==> config.mk <==
export PLATFORM = sky130hd
export DESIGN_NAME = tree_plru_assoc_cache
export DESIGN_NICKNAME = d
export VERILOG_FILES = /design/src/hw/rtl/tpa_pkg.sv /design/src/hw/rtl/tpa_plru_tree.sv /design/src/hw/rtl/tree_plru_assoc_cache.sv
export SDC_FILE = /design/constraint.sdc
export NUM_CORES = 1
export LEC_CHECK = 0
export ABC_AREA = 1
export BUFFER_PORTS_ARGS = -buffer_cell sky130_fd_sc_hd__buf_4
export CAP_MARGIN = 0
export CORE_ASPECT_RATIO = 1.1
export CORE_MARGIN = 2
export CORE_UTILIZATION = 67
export CTS_BUF_LIST = sky130_fd_sc_hd__clkbuf_16
export DETAILED_ROUTE_END_ITERATION = 16
export PLACE_DENSITY = 0.83
export SLEW_MARGIN = 10
export SYNTH_ARGS = -nofsm -noshare
export SYNTH_HDL_FRONTEND = slang
export SYNTH_SLANG_ARGS = --single-unit
==> constraint.sdc <==
create_clock -name clk_i -period 13.9 [get_ports clk_i]
set_input_delay 2.78 -clock clk_i [delete_from_list [all_inputs] [get_ports clk_i]]
set_output_delay 2.78 -clock clk_i [all_outputs]
set_load 0.01 [all_outputs]
==> src/hw/rtl/tpa_pkg.sv <==
// Shared constants for the tree pseudo-LRU fully associative cache.
`timescale 1ns / 1ps

package tpa_pkg;

  // Default number of ways.
  localparam int unsigned DEFAULT_WAYS = 16;

  // Fixed field widths at the ports.
  localparam int unsigned ADDR_W    = 32;
  localparam int unsigned WAY_IDX_W = 6;

endpackage

==> src/hw/rtl/tpa_plru_tree.sv <==
// Hot/cold bit tree: cold-side victim walk and hot-path update.
`timescale 1ns / 1ps

module tpa_plru_tree #(
  parameter int unsigned WAYS = tpa_pkg::DEFAULT_WAYS
) (
  input  logic                      clk_i,
  input  logic                      rst_ni,
  input  logic                      upd_en_i,
  input  logic [$clog2(WAYS)-1:0]   upd_way_i,
  output logic [$clog2(WAYS)-1:0]   victim_way_o
);

  localparam int unsigned WAY_W  = $clog2(WAYS);
  localparam int unsigned NODE_W = $clog2(2 * WAYS - 1);
  localparam int unsigned IDX_W  = (WAYS > 2) ? $clog2(WAYS - 1) : 1;
  localparam int unsigned DEPTH  = $clog2(WAYS) + 1;
  localparam int unsigned NINT   = WAYS - 1;

  logic [NINT-1:0] plru_q, plru_d;
  logic [NINT-1:0] path_mask;
  logic [NINT-1:0] path_val;
  logic [NODE_W-1:0] walk_node;
  logic [NODE_W-1:0] up_node;
  logic [NODE_W-1:0] up_parent;

  // Follow the cold side from the root: bit 0 takes the right child.
  always_comb begin
    walk_node = '0;
    for (int s = 0; s < DEPTH; s++) begin
      if (walk_node < NODE_W'(NINT)) begin
        if (plru_q[walk_node[IDX_W-1:0]]) begin
          walk_node = (walk_node << 1) + NODE_W'(1);
        end else begin
          walk_node = (walk_node << 1) + NODE_W'(2);
        end
      end
    end
    victim_way_o = WAY_W'(walk_node - NODE_W'(NINT));
  end

  // Climb from the leaf and point each node on the path away from it.
  always_comb begin
    path_mask = '0;
    path_val  = '0;
    up_node   = NODE_W'(upd_way_i) + NODE_W'(NINT);
    up_parent = '0;
    for (int s = 0; s < DEPTH; s++) begin
      if (up_node != '0) begin
        if (!up_node[0]) begin
          up_parent = (up_node - NODE_W'(2)) >> 1;
          path_val[up_parent[IDX_W-1:0]] = 1'b1;
        end else begin
          up_parent = (up_node - NODE_W'(1)) >> 1;
          path_val[up_parent[IDX_W-1:0]] = 1'b0;
        end
        path_mask[up_parent[IDX_W-1:0]] = 1'b1;
        up_node = up_parent;
      end
    end
  end

  always_comb begin
    plru_d = plru_q;
    if (upd_en_i) begin
      plru_d = (plru_q & ~path_mask) | (path_val & path_mask);
    end
  end

  always_ff @(posedge clk_i or negedge rst_ni) begin
    if (!rst_ni) begin
      plru_q <= '0;
    end else begin
      plru_q <= plru_d;
    end
  end

endmodule

==> src/hw/rtl/tree_plru_assoc_cache.sv <==
// Top level of the tree pseudo-LRU fully associative cache.
`timescale 1ns / 1ps

// Channel  Direction  Handshake                 Payload
// in       input      in_valid_i / in_stall_o   block_address_i (32 bits)
// out      output     out_valid_o / out_stall_i hit_o, way_index_o (1 + 6 bits)
//
// One transaction a cycle when out_stall_i is low: a lookup sits in the input
// register while the tag compare, victim walk and tree update run on it, and
// moves into the result register once that register is free or drains; the
// result register then offers it.
// Reset clears valid bits, tree bits and both handshake flags; tags stay as
// they are. A stall on the output holds the result and then holds the input
// register, and stall propagates back to in_stall_o in the same cycle.

module tree_plru_assoc_cache #(
  parameter int unsigned WAYS = tpa_pkg::DEFAULT_WAYS
) (
  input  logic                          clk_i,
  input  logic                          rst_ni,
  input  logic                          in_valid_i,
  output logic                          in_stall_o,
  input  logic [tpa_pkg::ADDR_W-1:0]    block_address_i,
  output logic                          out_valid_o,
  input  logic                          out_stall_i,
  output logic                          hit_o,
  output logic [tpa_pkg::WAY_IDX_W-1:0] way_index_o
);

  localparam int unsigned WAY_W = $clog2(WAYS);

  // Input register.
  logic                       in_valid_q, in_valid_d;
  logic [tpa_pkg::ADDR_W-1:0] addr_q;

  // Tag store (no reset) and entry valid bits.
  logic [tpa_pkg::ADDR_W-1:0] tag_q [WAYS];
  logic [WAYS-1:0]            valid_q, valid_d;

  // Result register.
  logic                       out_valid_q, out_valid_d;
  logic                       hit_q;
  logic [WAY_W-1:0]           way_q;

  logic             advance;
  logic             process;
  logic             accept;
  logic             lookup_hit;
  logic [WAY_W-1:0] hit_way;
  logic [WAY_W-1:0] victim_way;
  logic [WAY_W-1:0] sel_way;

  // Advance the input register when the result register is free or drains.
  assign advance    = !out_valid_q || !out_stall_i;
  assign process    = in_valid_q && advance;
  assign in_stall_o = in_valid_q && !advance;
  assign accept     = in_valid_i && !in_stall_o;

  // Compare every valid entry; the lowest matching way wins.
  always_comb begin
    lookup_hit = 1'b0;
    hit_way    = '0;
    for (int w = WAYS - 1; w >= 0; w--) begin
      if (valid_q[w] && (tag_q[w] == addr_q)) begin
        lookup_hit = 1'b1;
        hit_way    = WAY_W'(w);
      end
    end
  end

  assign sel_way = lookup_hit ? hit_way : victim_way;

  tpa_plru_tree #(
    .WAYS(WAYS)
  ) u_plru (
    .clk_i        (clk_i),
    .rst_ni       (rst_ni),
    .upd_en_i     (process),
    .upd_way_i    (sel_way),
    .victim_way_o (victim_way)
  );

  always_comb begin
    in_valid_d = in_valid_q;
    if (accept) begin
      in_valid_d = 1'b1;
    end else if (process) begin
      in_valid_d = 1'b0;
    end
  end

  // Mark the victim valid on a miss.
  always_comb begin
    valid_d = valid_q;
    if (process && !lookup_hit) begin
      valid_d[sel_way] = 1'b1;
    end
  end

  always_comb begin
    out_valid_d = out_valid_q;
    if (process) begin
      out_valid_d = 1'b1;
    end else if (!out_stall_i) begin
      out_valid_d = 1'b0;
    end
  end

  always_ff @(posedge clk_i or negedge rst_ni) begin
    if (!rst_ni) begin
      in_valid_q  <= 1'b0;
      valid_q     <= '0;
      out_valid_q <= 1'b0;
    end else begin
      in_valid_q  <= in_valid_d;
      valid_q     <= valid_d;
      out_valid_q <= out_valid_d;
    end
  end

  // Payload registers: capture on acceptance, fill tags on a miss.
  always_ff @(posedge clk_i) begin
    if (accept) begin
      addr_q <= block_address_i;
    end
    if (process && !lookup_hit) begin
      tag_q[sel_way] <= addr_q;
    end
    if (process) begin
      hit_q <= lookup_hit;
      way_q <= sel_way;
    end
  end

  assign out_valid_o = out_valid_q;
  assign hit_o       = hit_q;
  assign way_index_o = tpa_pkg::WAY_IDX_W'(way_q);

endmodule

==> results.sh <==
export IMPL_grt_max_degree=38
export IMPL_tightest_slew_ps=977
export IMPL_cts_sinks=582
export IMPL_hold_slack_ps=467
export IMPL_cts_hold_buf=0
export IMPL_clock_path_buffers=3
export IMPL_yosys_warnings=0
export IMPL_start_util_pct=67.5
export IMPL_design_portCount=45
export IMPL_critPathKind="register to register"
export IMPL_yosysUniqueCellTypes=61
export IMPL_relSlewSlack_pct=34.8
export IMPL_drive_gt1_share_pct=13.3
export IMPL_rsz0062_at_grt="false"
export IMPL_path_max_fanout=24
export IMPL_cts_resized=0
export IMPL_cap_violations=0
export IMPL_final_period_utilization_pct=67.0
export IMPL_first_pass_iters=6
export IMPL_avgViaCountPerCell=6.62
export IMPL_ys_seq_area_share_pct=60.9
export IMPL_die_y_um=220
export IMPL_setup_viol=0
export IMPL_grt_overflow_total=0
export IMPL_die_w_um=200
export IMPL_grt_pass1_vias=22000
export IMPL_synth_seq_cells=582
export IMPL_post_cts_buffers=0
export IMPL_fin_skew_ps=21.4
export IMPL_wirelength_um=89000
export IMPL_cp_start_kind="register"
export IMPL_placementRows=79
export IMPL_routabilityCongestion=1.01
export IMPL_hold_viol_final=0
export IMPL_antenna_found_initial=1
export IMPL_avgSynthCellArea_um2=10.8
export IMPL_nets=2775
export IMPL_antenna_cells=0
export IMPL_hp_class="register to register"
export IMPL_clk_latency_ps=590
export IMPL_htree_num_levels=2
export IMPL_grt_pass1_wl_um=130000
export IMPL_vias=21900
export IMPL_coreArea_um2=42100
export IMPL_fmax_mhz=107
export IMPL_synthFlopType="edfxtp_1"
export IMPL_placed_area_um2=29400
export IMPL_outcome="complete, no violations"
export IMPL_required_ps=14390
export IMPL_drt_initial_drc_count=2911
export IMPL_grtUsageTotal_pct=40.3
export IMPL_fin_crit_ps=9310
export IMPL_drtAntennaViolNets=0
export IMPL_path_clk_slew_ps=70
export IMPL_dpl_hpwl_um=54200
export IMPL_synth_edff_count=549
export IMPL_worstSetupEndpointType="register"
export IMPL_crit_path_max_incr_delay_ps=590
export IMPL_cp_common_cell="nand2_1"
export IMPL_synth_area_um2=28400
export IMPL_drc=0
export IMPL_die_area_um2=44100
export IMPL_cts_tree="yes"
export IMPL_area_growth_pct=9.86
export IMPL_cp_slowest_cell="inv_2"
export IMPL_cts_buffers_inserted=54
export IMPL_synthCells=2633
export IMPL_crit_arrival_ps=9800
export IMPL_design_area_um2=31200
export IMPL_synthArstFlopShare_pct=5.67
export IMPL_port_buffers=42
export IMPL_cts_root_buffer="clkbuf_16"
export IMPL_wl_per_cell_um=26.9
export IMPL_tns_ps=0
export IMPL_maxSlewViolCount=0
worst paths after layout:
check	startpoint	endpoint	slack (ps)	depth (start not counted)
worst max-delay path	addr_q[9]	register	4590	48
worst min-delay path	valid_q[11]	valid_q[11]	470	2
worst max register to register	addr_q[9]	register	4590	48
worst min register to register	valid_q[11]	valid_q[11]	470	2
max in group asynchronous	rst_ni	valid_q[3]	11180	1
min in group asynchronous	rst_ni	out_valid_o	2240	1
worst max-delay path: cells and delay by family, from the launching register on:
kind | cells | cell delay (ps)
xor+xnor | 1 | 230
flops | 1 | 370
fa+ha+maj | 6 | 1790
buf+inv | 7 | 1400
compound gates | 5 | 940
simple gates | 29 | 4410
metrics by stage:
stage                     cells  setup slack, ps  util (%)
after floorplan            2634             6240         -
after global placement     3211             4990      69.8
after detailed placement   3211             4650      69.8
after CTS                  3312             4640      74.1
after global routing       3312             3680      74.1
final                      3312             4590      74.1
layout make-up:
cell class,count,area [µm²]
flip-flops and latches,582,17300
fillers,2732,10900
multi-input cells,1748,9820
clock buffers,55,1380
inverters,220,838
well taps,567,709
repair buffers,94,706
clock inverters,46,448
cells in the final DEF, fill, tap and decap left out, drive strengths merged, types with 2 or more instances in the layout:
cell | netlist | final
a211oi | 32 | 32
a21oi | 34 | 34
a221oi | 15 | 15
a22o | 33 | 33
a22oi | 3 | 3
a31oi | 3 | 3
and2 | 5 | 5
buf | 77 | 94
bufinv | 0 | 8
clkbuf | 7 | 55
clkinv | 2 | 32
clkinvlp | 0 | 3
conb | 1 | 2
dfrtp | 33 | 33
edfxtp | 549 | 549
ha | 39 | 39
inv | 218 | 223
nand2 | 623 | 623
nand3 | 112 | 112
nand3b | 4 | 4
nand4 | 44 | 44
nor2 | 250 | 250
nor3 | 22 | 22
nor4 | 25 | 25
nor4b | 7 | 7
o2111ai | 11 | 11
o211ai | 7 | 7
o21ai | 160 | 160
o21bai | 5 | 5
o221ai | 8 | 8
o22ai | 90 | 90
o31ai | 2 | 2
or2 | 26 | 26
xnor2 | 141 | 141
xor2 | 38 | 38
per-layer routing:
layer | vias to the layer above | wire [µm] | track usage, % | share of wire [%]
li1 | 9355 | - | - | -
met1 | 10200 | 27700 | 46.1 | 31
met2 | 1881 | 42200 | 67.4 | 47
met3 | 510 | 11500 | 8.16 | 13
met4 | 0 | 7620 | 31.0 | 8.6
met5 | - | 0 | 0 | 0
cells by family (layout without fill, tap and decap cells):
family,after synthesis,after routing,share of synthesized area (%)
AO/OA/AOI/OAI,409,409,9.19
buffers and inverters,304,415,4.65
XOR/XNOR,179,179,5.58
AND/OR/NAND/NOR,1119,1119,17.9
other,1,2,0.0132
adder cells (fa/ha/maj),39,39,1.72
flip-flops,582,582,60.9
cell usage after synthesis, drive strengths merged (2+ instances only):
master / number / area, µm²
a21oi: 34 / 170
dfrtp: 33 / 826
o31ai: 2 / 15.0
xnor2: 141 / 1230
a221oi: 15 / 131
o21bai: 5 / 48.8
o22ai: 90 / 563
nor4: 25 / 156
ha: 39 / 488
nand3b: 4 / 30.0
nand3: 112 / 641
nor4b: 7 / 61.3
a22o: 33 / 289
and2: 5 / 31.3
a211oi: 32 / 240
o211ai: 7 / 52.6
edfxtp: 549 / 16500
nor3: 22 / 110
xor2: 38 / 352
o21ai: 160 / 842
o221ai: 8 / 70.1
a22oi: 3 / 22.5
a31oi: 3 / 18.8
nor2: 250 / 971
nand2: 623 / 2630
clkbuf: 7 / 26.3
clkinv: 2 / 12.5
or2: 26 / 163
nand4: 44 / 288
inv: 218 / 826
buf: 77 / 458
o2111ai: 11 / 96.3
state kept, by name, summed over array words and instances (netlist names), named ones only:
register / flops
tag_q: 512
addr_q: 32
valid_q: 16
way_q: 4
hit_o: 1
in_valid_q: 1
out_valid_o: 1
Power is left out: the tool's default activity adds up to more than one toggle a clock period on the data nets, which glitch-free logic cannot reach.
